File: src/hdl/yuv2argb_pkg.sv
`default_nettype none
package yuv2argb_pkg;

  localparam int BaseWidth  = 25;
  localparam int StepWidth  = 18;
  localparam int CodeWidth  = 8;
  localparam int IndexWidth = 4;
  localparam int TermWidth  = 12;
  localparam int SumWidth   = 28;
  localparam int ChanWidth  = 14;
  localparam int TermCount  = 4;

  typedef logic signed [BaseWidth-1:0] base_t;
  typedef logic        [StepWidth-1:0] step_t;
  typedef logic        [CodeWidth-1:0] code_t;
  typedef logic signed [TermWidth-1:0] term_t;

  // Term slots.
  localparam logic [1:0] TERM_RED_V   = 2'd0;
  localparam logic [1:0] TERM_GREEN_V = 2'd1;
  localparam logic [1:0] TERM_GREEN_U = 2'd2;
  localparam logic [1:0] TERM_BLUE_U  = 2'd3;

  // Configuration register indexes.
  localparam logic [IndexWidth-1:0] REG_RED_V_BASE   = 4'd0;
  localparam logic [IndexWidth-1:0] REG_RED_V_STEP   = 4'd1;
  localparam logic [IndexWidth-1:0] REG_GREEN_V_BASE = 4'd2;
  localparam logic [IndexWidth-1:0] REG_GREEN_V_STEP = 4'd3;
  localparam logic [IndexWidth-1:0] REG_GREEN_U_BASE = 4'd4;
  localparam logic [IndexWidth-1:0] REG_GREEN_U_STEP = 4'd5;
  localparam logic [IndexWidth-1:0] REG_BLUE_U_BASE  = 4'd6;
  localparam logic [IndexWidth-1:0] REG_BLUE_U_STEP  = 4'd7;

  localparam base_t RESET_RED_V_BASE   = -25'sd14487936;
  localparam step_t RESET_RED_V_STEP   = 18'd113443;
  localparam base_t RESET_GREEN_V_BASE = -25'sd5822464;
  localparam step_t RESET_GREEN_V_STEP = 18'd45744;
  localparam base_t RESET_GREEN_U_BASE = -25'sd2785792;
  localparam step_t RESET_GREEN_U_STEP = 18'd22020;
  localparam base_t RESET_BLUE_U_BASE  = -25'sd14496256;
  localparam step_t RESET_BLUE_U_STEP  = 18'd113508;

  localparam logic [7:0] ALPHA_OPAQUE = 8'hFF;

  // floor((base + step * code) / 65536); the sum stays well inside 28 bits.
  function automatic term_t chroma_term(base_t base, step_t step, code_t code);
    logic        [StepWidth+CodeWidth-1:0] prod;
    logic signed [SumWidth-1:0]            sum;
    prod = step * code;
    sum  = SumWidth'(base) + $signed({2'b00, prod});
    return sum[SumWidth-1:16];
  endfunction

  function automatic logic [7:0] clamp8(logic signed [ChanWidth-1:0] x);
    logic [7:0] r;
    if (x < 0) begin
      r = 8'd0;
    end else if (x > 255) begin
      r = 8'd255;
    end else begin
      r = x[7:0];
    end
    return r;
  endfunction

  function automatic logic [31:0] make_pixel(code_t y, term_t tr,
                                             logic signed [TermWidth:0] tg, term_t tb);
    logic signed [ChanWidth-1:0] yy;
    logic signed [ChanWidth-1:0] r;
    logic signed [ChanWidth-1:0] g;
    logic signed [ChanWidth-1:0] b;
    yy = $signed({{(ChanWidth-CodeWidth){1'b0}}, y});
    r  = yy + ChanWidth'(tr);
    g  = yy - ChanWidth'(tg);
    b  = yy + ChanWidth'(tb);
    return {ALPHA_OPAQUE, clamp8(r), clamp8(g), clamp8(b)};
  endfunction

endpackage
`default_nettype wire

File: src/hdl/yuv420_block_to_argb.sv
// done rises as the result register takes the item over from the input register.
// Throughput: one 2x2 block per clock cycle; busy is always low.
// The path between the input register and the result register holds one 18x8
// multiply and add per chroma term, then the channel sums and clamps.
// Synchronous reset clears the pipeline valid flags and restores the register defaults.
// The receiver cannot stall: done marks each result for exactly one cycle.
`default_nettype none
module yuv420_block_to_argb (
  input  wire logic                                 clk,
  input  wire logic                                 rst,
  input  wire logic                                 start,
  output      logic                                 busy,
  input  wire logic [7:0]                           luma_top_left,
  input  wire logic [7:0]                           luma_top_right,
  input  wire logic [7:0]                           luma_bottom_left,
  input  wire logic [7:0]                           luma_bottom_right,
  input  wire logic [7:0]                           chroma_u,
  input  wire logic [7:0]                           chroma_v,
  input  wire logic                                 cfg_valid,
  output      logic                                 cfg_ready,
  input  wire logic [yuv2argb_pkg::IndexWidth-1:0]  cfg_index,
  input  wire logic [yuv2argb_pkg::BaseWidth-1:0]   cfg_data,
  output      logic                                 done,
  output      logic [31:0]                          pixel_top_left,
  output      logic [31:0]                          pixel_top_right,
  output      logic [31:0]                          pixel_bottom_left,
  output      logic [31:0]                          pixel_bottom_right
);
  import yuv2argb_pkg::*;

  base_t base [TermCount];
  step_t step [TermCount];

  logic  in_valid;
  code_t y_tl;
  code_t y_tr;
  code_t y_bl;
  code_t y_br;
  code_t cu;
  code_t cv;

  term_t                 tr;
  term_t                 tgv;
  term_t                 tgu;
  term_t                 tb;
  logic signed [TermWidth:0] tg;

  assign busy      = 1'b0;
  assign cfg_ready = 1'b1;

  always_ff @(posedge clk) begin
    if (rst) begin
      base[TERM_RED_V]   <= RESET_RED_V_BASE;
      step[TERM_RED_V]   <= RESET_RED_V_STEP;
      base[TERM_GREEN_V] <= RESET_GREEN_V_BASE;
      step[TERM_GREEN_V] <= RESET_GREEN_V_STEP;
      base[TERM_GREEN_U] <= RESET_GREEN_U_BASE;
      step[TERM_GREEN_U] <= RESET_GREEN_U_STEP;
      base[TERM_BLUE_U]  <= RESET_BLUE_U_BASE;
      step[TERM_BLUE_U]  <= RESET_BLUE_U_STEP;
    end else if (cfg_valid && cfg_ready) begin
      case (cfg_index)
        REG_RED_V_BASE:   base[TERM_RED_V]   <= cfg_data;
        REG_RED_V_STEP:   step[TERM_RED_V]   <= cfg_data[StepWidth-1:0];
        REG_GREEN_V_BASE: base[TERM_GREEN_V] <= cfg_data;
        REG_GREEN_V_STEP: step[TERM_GREEN_V] <= cfg_data[StepWidth-1:0];
        REG_GREEN_U_BASE: base[TERM_GREEN_U] <= cfg_data;
        REG_GREEN_U_STEP: step[TERM_GREEN_U] <= cfg_data[StepWidth-1:0];
        REG_BLUE_U_BASE:  base[TERM_BLUE_U]  <= cfg_data;
        REG_BLUE_U_STEP:  step[TERM_BLUE_U]  <= cfg_data[StepWidth-1:0];
        default: ;
      endcase
    end
  end

  // Input register.
  always_ff @(posedge clk) begin
    if (rst) begin
      in_valid <= 1'b0;
    end else begin
      in_valid <= start && !busy;
    end
  end

  always_ff @(posedge clk) begin
    if (start && !busy) begin
      y_tl <= luma_top_left;
      y_tr <= luma_top_right;
      y_bl <= luma_bottom_left;
      y_br <= luma_bottom_right;
      cu   <= chroma_u;
      cv   <= chroma_v;
    end
  end

  always_comb begin
    tr  = chroma_term(base[TERM_RED_V],   step[TERM_RED_V],   cv);
    tgv = chroma_term(base[TERM_GREEN_V], step[TERM_GREEN_V], cv);
    tgu = chroma_term(base[TERM_GREEN_U], step[TERM_GREEN_U], cu);
    tb  = chroma_term(base[TERM_BLUE_U],  step[TERM_BLUE_U],  cu);
    tg  = (TermWidth+1)'(tgv) + (TermWidth+1)'(tgu);
  end

  // Result register.
  always_ff @(posedge clk) begin
    if (rst) begin
      done <= 1'b0;
    end else begin
      done <= in_valid;
    end
  end

  always_ff @(posedge clk) begin
    if (in_valid) begin
      pixel_top_left     <= make_pixel(y_tl, tr, tg, tb);
      pixel_top_right    <= make_pixel(y_tr, tr, tg, tb);
      pixel_bottom_left  <= make_pixel(y_bl, tr, tg, tb);
      pixel_bottom_right <= make_pixel(y_br, tr, tg, tb);
    end
  end

  a_done_follows_item: assert property (@(posedge clk) disable iff (rst)
    done |-> $past(in_valid))
    else $error("result strobe without an item in the input register");

  a_item_gives_result: assert property (@(posedge clk) disable iff (rst)
    in_valid |=> done)
    else $error("item in the input register produced no result");

  a_alpha_opaque: assert property (@(posedge clk) disable iff (rst)
    done |-> (pixel_top_left[31:24] == ALPHA_OPAQUE) && (pixel_top_right[31:24] == ALPHA_OPAQUE)
             && (pixel_bottom_left[31:24] == ALPHA_OPAQUE)
             && (pixel_bottom_right[31:24] == ALPHA_OPAQUE))
    else $error("alpha channel of a result is not opaque");

endmodule
`default_nettype wire

File: config.mk
export PLATFORM = sky130hd
export DESIGN_NAME = yuv420_block_to_argb
export DESIGN_NICKNAME = d
export VERILOG_FILES = /design/src/hdl/yuv2argb_pkg.sv /design/src/hdl/yuv420_block_to_argb.sv
export SDC_FILE = /design/constraint.sdc
export NUM_CORES = 2
export LEC_CHECK = 0
export BUFFER_PORTS_ARGS = -buffer_cell sky130_fd_sc_hd__buf_2
export CAP_MARGIN = 20
export CORE_MARGIN = 4
export CORE_UTILIZATION = 30
export DETAILED_ROUTE_END_ITERATION = 10
export HOLD_SLACK_MARGIN = 0.02
export PLACE_DENSITY = 0.45
export SLEW_MARGIN = 20
export SYNTH_ARGS = -nofsm -noshare
export SYNTH_HDL_FRONTEND = slang
export SYNTH_SLANG_ARGS = --single-unit
File: constraint.sdc
create_clock -name clk -period 12.09 [get_ports clk]
set_clock_uncertainty 0.05 [all_clocks]
set_input_delay 0 -clock clk [delete_from_list [all_inputs] [get_ports clk]]
set_output_delay 0 -clock clk [all_outputs]
set_load 0.1 [all_outputs]
After elaboration in Yosys (flattened, before gate mapping)
Memories as Yosys holds them, arrays and structs flattened.
Index checks and enable logic that the tools add are counted.

word-level totals
  register bits after elaboration = 146
  RAM bits = 172
  input port bits = 81
  output and inout port bits = 131
  word-level logic and storage cells = 137
  memories kept = 2

cells by class
  $add $sub $neg = 17
  multiply operators = 4
  magnitude comparators = 24
  equal/unequal tests = 7
  muxes and demuxes = 54
  bitwise operators = 8
  reductions and logical operators = 1

memory list
  name  words  width  read ports  clocked after Yosys merged registers in  write ports  RTL line                    source
  base  4      25     4           0                                        4            yuv420_block_to_argb.sv:31  base_t base [TermCount];
  step  4      18     4           0                                        4            yuv420_block_to_argb.sv:32  step_t step [TermCount];

operator list
  cell                                                                              count
  25-bit by 27-bit adder with 28-bit output                                         4
  9-bit by 12-bit adder with 13-bit output                                          8
  13-bit by 9-bit greater-than comparator with 1-bit output, second input constant  8
  13-bit by 1-bit less-than comparator with 1-bit output, second input constant     8
  18-bit by 8-bit multiplier with 26-bit output                                     4
  25-bit 2-to-1 mux                                                                 4
  8-bit 2-to-1 mux                                                                  12
  18-bit 2-to-1 mux                                                                 4
  14-bit by 9-bit greater-than comparator with 1-bit output, second input constant  4
  14-bit by 1-bit less-than comparator with 1-bit output, second input constant     4
  9-bit by 13-bit subtractor with 14-bit output                                     4
  1-bit 2-to-1 mux                                                                  34
  4-bit by 3-bit == test with 1-bit output, second input constant                   4
  12-bit by 12-bit adder with 13-bit output                                         1
  4-bit by 2-bit == test with 1-bit output, second input constant                   2
  1-bit OR                                                                          8
  4-bit by 1-bit == test with 1-bit output, second input constant                   1
  4-bit logical NOT                                                                 1

Longest topological paths before layout
An unclocked memory read counts as a cell.

  depth in word-level cells = 7
  mapped depth = 43
  depth with buffers taken out = 42

Worst setup path after synthesis
OpenSTA, ideal clock, no wires.

  kind = register -> register
  start point = reg cu[5]
  end point = reg pixel_bottom_right[8], data pin
  library setup time = 0.277 ns
  data arrival time = 8.948 ns
  data required time = 11.763 ns
  slack = 2.814 ns
  cell stages (with the launch flop) = 42
  path buffers = 2
  clock period less this slack = 9.276 ns
  cell sequence = edfxtp_1 clkbuf_1 clkbuf_1 nand2_1 fa_1 inv_1 fa_1 fa_1 inv_1 fa_1 inv_1 ha_1 o21a_1 o21ai_0 nor2_1 o21ai_0 nand2b_1 a21oi_1 [6 not listed] o21ai_0 o21ai_0 a21oi_1 a21boi_0 nor2_1 xnor2_1 ha_1 or3_1 a21o_1 and3_1 or2_2 ha_1 o31ai_1 or4_1 a211oi_2 mux2i_1 a2bb2oi_2 a21oi_1

on the way
  word-level cells in the longest chain between the ends = 6
  elaborated cells between the ends (all ways) = 7
  classes of those cells = add/sub: 3; mul: 1; order compare: 2; mux: 1

RTL lines
  what                                                       RTL line                     source
  start, declared                                            yuv420_block_to_argb.sv:39   code_t cu;
  start signal, assigned                                     yuv420_block_to_argb.sv:91   cu <= chroma_u;
  18-bit by 8-bit multiplier with 26-bit output (*)          yuv2argb_pkg.sv:49           prod = step * code;
  25-bit by 27-bit adder with 28-bit output (*)              yuv2argb_pkg.sv:50           sum = SumWidth'(base) + $signed({2'b00, prod});
  12-bit by 12-bit adder with 13-bit output (*)              yuv420_block_to_argb.sv:101  tg = (TermWidth+1)'(tgv) + (TermWidth+1)'(tgu);
  9-bit by 13-bit subtractor with 14-bit output (*)          yuv2argb_pkg.sv:74           g = yy - ChanWidth'(tg);
  14-bit by 9-bit greater-than comparator with 1-bit output  yuv2argb_pkg.sv:58           end else if (x > 255) begin
  8-bit 2-to-1 mux                                           yuv2argb_pkg.sv:58
  end signal, assigned                                       yuv420_block_to_argb.sv:118  pixel_bottom_right <= make_pixel(y_br, tr, tg, tb);
  end, declared                                              yuv420_block_to_argb.sv:27   output logic [31:0] pixel_bottom_right

Mark *: on every way between the ends. The rest lies on a longest branch, timed or not.
A chain may end at the register's enable or synchronous reset.

Final worst setup path
  start point = reg cu[5]
  end point = reg pixel_top_left[12], data pin

on the way
  word-level cells in the longest chain between the ends = 6
  elaborated cells between the ends (all ways) = 7
  classes of those cells = add/sub: 3; mul: 1; order compare: 2; mux: 1

RTL lines
  what                                                       RTL line                     source
  18-bit by 8-bit multiplier with 26-bit output (*)          yuv2argb_pkg.sv:49
  25-bit by 27-bit adder with 28-bit output (*)              yuv2argb_pkg.sv:50
  12-bit by 12-bit adder with 13-bit output (*)              yuv420_block_to_argb.sv:101
  9-bit by 13-bit subtractor with 14-bit output (*)          yuv2argb_pkg.sv:74
  14-bit by 9-bit greater-than comparator with 1-bit output  yuv2argb_pkg.sv:58
  8-bit 2-to-1 mux                                           yuv2argb_pkg.sv:58
  end signal, assigned                                       yuv420_block_to_argb.sv:115  pixel_top_left <= make_pixel(y_tl, tr, tg, tb);
  end, declared                                              yuv420_block_to_argb.sv:24   output logic [31:0] pixel_top_left,

Marked as above.

==> impl_metrics.py <==
metrics = {
    "status": {
        "outcome": "complete, no violations",
    },
    "floorplanning": {
        "core.rowCount": 130,
        "die_area_sq_mm": 0.133,
        "core_sq_mm": 0.126,
        "ios": 212,
        "start_util": 0.303,
        "die_y_um": 365,
        "fp.dieW_um": 365,
    },
    "clocking": {
        "clk_pin_slew_ns": 0.06,
        "cts_tree": "yes",
        "cts-buffers-inserted": 42,
        "cts.sinks": 318,
        "cts_resized": 0,
        "clock_latency_ns": 0.59,
        "postCtsSetupBuffers": 0,
        "ctsLongestPathBuffers": 3,
        "h-tree-depth": 2,
        "root_buffer": "clkbuf_16",
        "hold_buffers": 69,
    },
    "sta": {
        "finalHoldViolCount": 0,
        "fin_crit_sh": 0.873,
        "grt_setup_unrepaired": "no",
        "slew_violations": 0,
        "fin_crit_ns": 10.56,
        "finalSetupViolCount": 0,
        "worst_slew_pin_slew_ns": 1.01,
        "fmax_mhz": 94.7,
        "max_slew_margin": 0.322,
        "setup_tns_ns": 0,
    },
    "drt": {
        "drc": 0,
        "drtAntennaViolNets": 0,
        "drt_iter0_drc": 1774,
        "dr_total_vias": 28600,
        "dr.pass1.iters": 5,
        "post_drt_wl_per_cell_um": 19.9,
        "routed_wirelength_mm": 117,
        "via_per_inst": 4.88,
    },
    "finish": {
        "fin_nets": 5047,
        "layout-drive-gt1-share": 0.0782,
        "fin_area_sq_mm": 0.0431,
        "final_cell_mix": "525 x inv_1, 442 x and2_1, 397 x fa_1",
        "layout_commonest_cell": "inv_1",
        "area_growth_pct": 12.9,
    },
    "global_routing": {
        "grt_pass1_wl_mm": 179,
        "antenna_found_initial": 20,
        "grt_max_degree": 77,
        "grt-ovfl-total": 0,
        "grt_pass1_vias": 29200,
        "track_usage": 0.176,
    },
    "critical_path": {
        "start_kind": "flop",
        "cp_slowest_cell": "xnor2_1",
        "critPathTopFamily": "compound AO/OA/AOI/OAI gates",
        "regToRegStartpoint": "cu[5]",
        "crit_fanout": 36,
        "max_stage_delay_ns": 0.72,
        "critPathBufInv": 4,
        "path_class": "flop to flop",
        "required_ns": 12.37,
        "reg2reg_to": "pixel_top_left[12]",
        "end_kind": "flop",
        "reg2reg_depth": 37,
        "regToRegSetupSlack_ns": 1.53,
        "cp.arrival_ns": 10.84,
    },
    "hold_path": {
        "hp-class": "input pin to flop",
        "hp-start": "cfg_data[11]",
        "hold_path_end": "step[1][11]",
        "min_path_cells": 2,
    },
    "yosys": {
        "synth_edf_count": 316,
        "synth_area_leaders": "edfxtp_1 25%, fa_1 21%, ha_1 13%",
        "syn_avg_cell_area_sq_um": 9.63,
        "synth_top_flop_cell": "edfxtp_1",
        "syn_area_sq_mm": 0.0381,
        "ys_seq_area_frac": 0.250,
        "synth_top_area_share": 0.249,
        "synth_top_cell_by_area": "edfxtp_1",
        "ys_async_sr_fraction": 0,
        "ys_ff_latch": 318,
        "syn_inst": 3960,
        "yosysWarnings": 0,
        "netlist-cell-type-count": 86,
    },
    "placement": {
        "gp_congestion": 0.842,
        "port_buffers": 177,
        "dpl.hpwl_mm": 90.4,
        "place_area_sq_mm": 0.0409,
    },
    "job": {
        "cap_viol_max_count": 0,
    },
}
[cells in the mapped netlist (4+ instances only)]
master,instances
clkbuf_1,93
a221oi_1,7
nor4_1,10
nand4_1,14
o21a_1,30
a311oi_1,8
xnor2_1,150
ha_1,392
maj3_2,4
a211o_1,7
o21ai_1,10
edfxtp_1,316
and2_1,442
a21oi_1,235
xor2_1,49
fa_1,397
mux2i_1,4
nor2_1,115
nor3_1,51
o211ai_1,18
o21ai_0,105
a211oi_1,24
a2111oi_0,10
o31a_1,4
a31oi_1,77
nand3_1,38
o31ai_1,15
nand2b_1,63
nor2b_1,30
nand3b_1,4
buf_4,35
buf_1,7
or2_2,8
or4_1,6
a21boi_0,14
o2111ai_1,6
or3_1,60
a21o_1,71
o22ai_1,5
nand2_1,376
buf_2,5
o21bai_1,28
and3_1,20
and4_1,4
inv_1,525
[worst register-to-register path: cells and delay by family (launching register included)]
| family | cells | cell delay [ns] |
|---|---|---|
| AND/OR/NAND/NOR | 7 | 1.33 |
| flip-flops | 1 | 0.35 |
| buffers and inverters | 4 | 0.44 |
| adder cells (fa/ha/maj) | 8 | 3.22 |
| XOR/XNOR | 3 | 0.99 |
| AO/OA/AOI/OAI | 15 | 3.92 |
[cell type report]
type	count	area, sq um
Clock inverter	26	315
Inverter	527	1980
Timing Repair Buffer	281	1840
Clock buffer	50	1130
Antenna cell	7	17.5
Fill cell	13100	82800
Sequential cell	318	9530
Multi-Input combinational cell	3007	26200
Tap cell	1650	2060
[per-stage QoR]
stage / hold slack, ns / std cells / util / setup WS, ns
2_1_floorplan: 0.0489 / 3992 / - / 2.81
3_3_place_gp: 0.129 / 5714 / 0.325 / 1.85
3_5_place_dp: 0.128 / 5714 / 0.325 / 1.73
4_1_cts: 0.0223 / 5859 / 0.342 / 1.66
5_1_grt: 0.0396 / 5863 / 0.342 / 0.785
6_report: 0.0568 / 5866 / 0.342 / 1.53
[registers in the layout, indices dropped and copies added (netlist names), 24 cells and up]
signal / flops
pixel_top_right: 24
step: 72
pixel_bottom_right: 24
pixel_top_left: 24
base: 100
pixel_bottom_left: 24
[kinds of logic (layout without fill, tap and decap cells)]
group	after synthesis	after routing	synth area share
AOI/OAI and AO/OA	719	719	0.122
other	2	41	0.000197
adders and majority gates	795	795	0.339
xor gates and xnor gates	201	201	0.0466
DFF	318	318	0.250
muxes	7	7	0.00194
buffers and inverters	667	884	0.0693
and+or+nand+nor	1251	1251	0.171
[metal layers]
metal | track usage | up-vias | part of all wire
met2 | 0.290 | 654 | 0.46
met3 | 0.0202 | 119 | 0.044
met5 | 0 | - | 0.00011
li1 | - | 13700 | -
met1 | 0.246 | 14200 | 0.47
met4 | 0.0425 | 2 | 0.025
[worst max-delay path by stage]
stage	start	endpoint	slack (ns)	cells past startpoint
floorplan	cu[5]	pixel_bottom_right[8]	2.81	41
global placement	cu[5]	pixel_top_left[14]	1.85	37
detailed placement	cu[5]	pixel_top_left[14]	1.73	37
CTS	cu[5]	pixel_top_left[14]	1.66	37
global route	cu[5]	pixel_bottom_right[10]	0.78	39
finish	cu[5]	pixel_top_left[12]	1.53	37
Power is left out: the tool's default activity adds up to more than one toggle a clock period on the data nets, which glitch-free logic cannot reach.
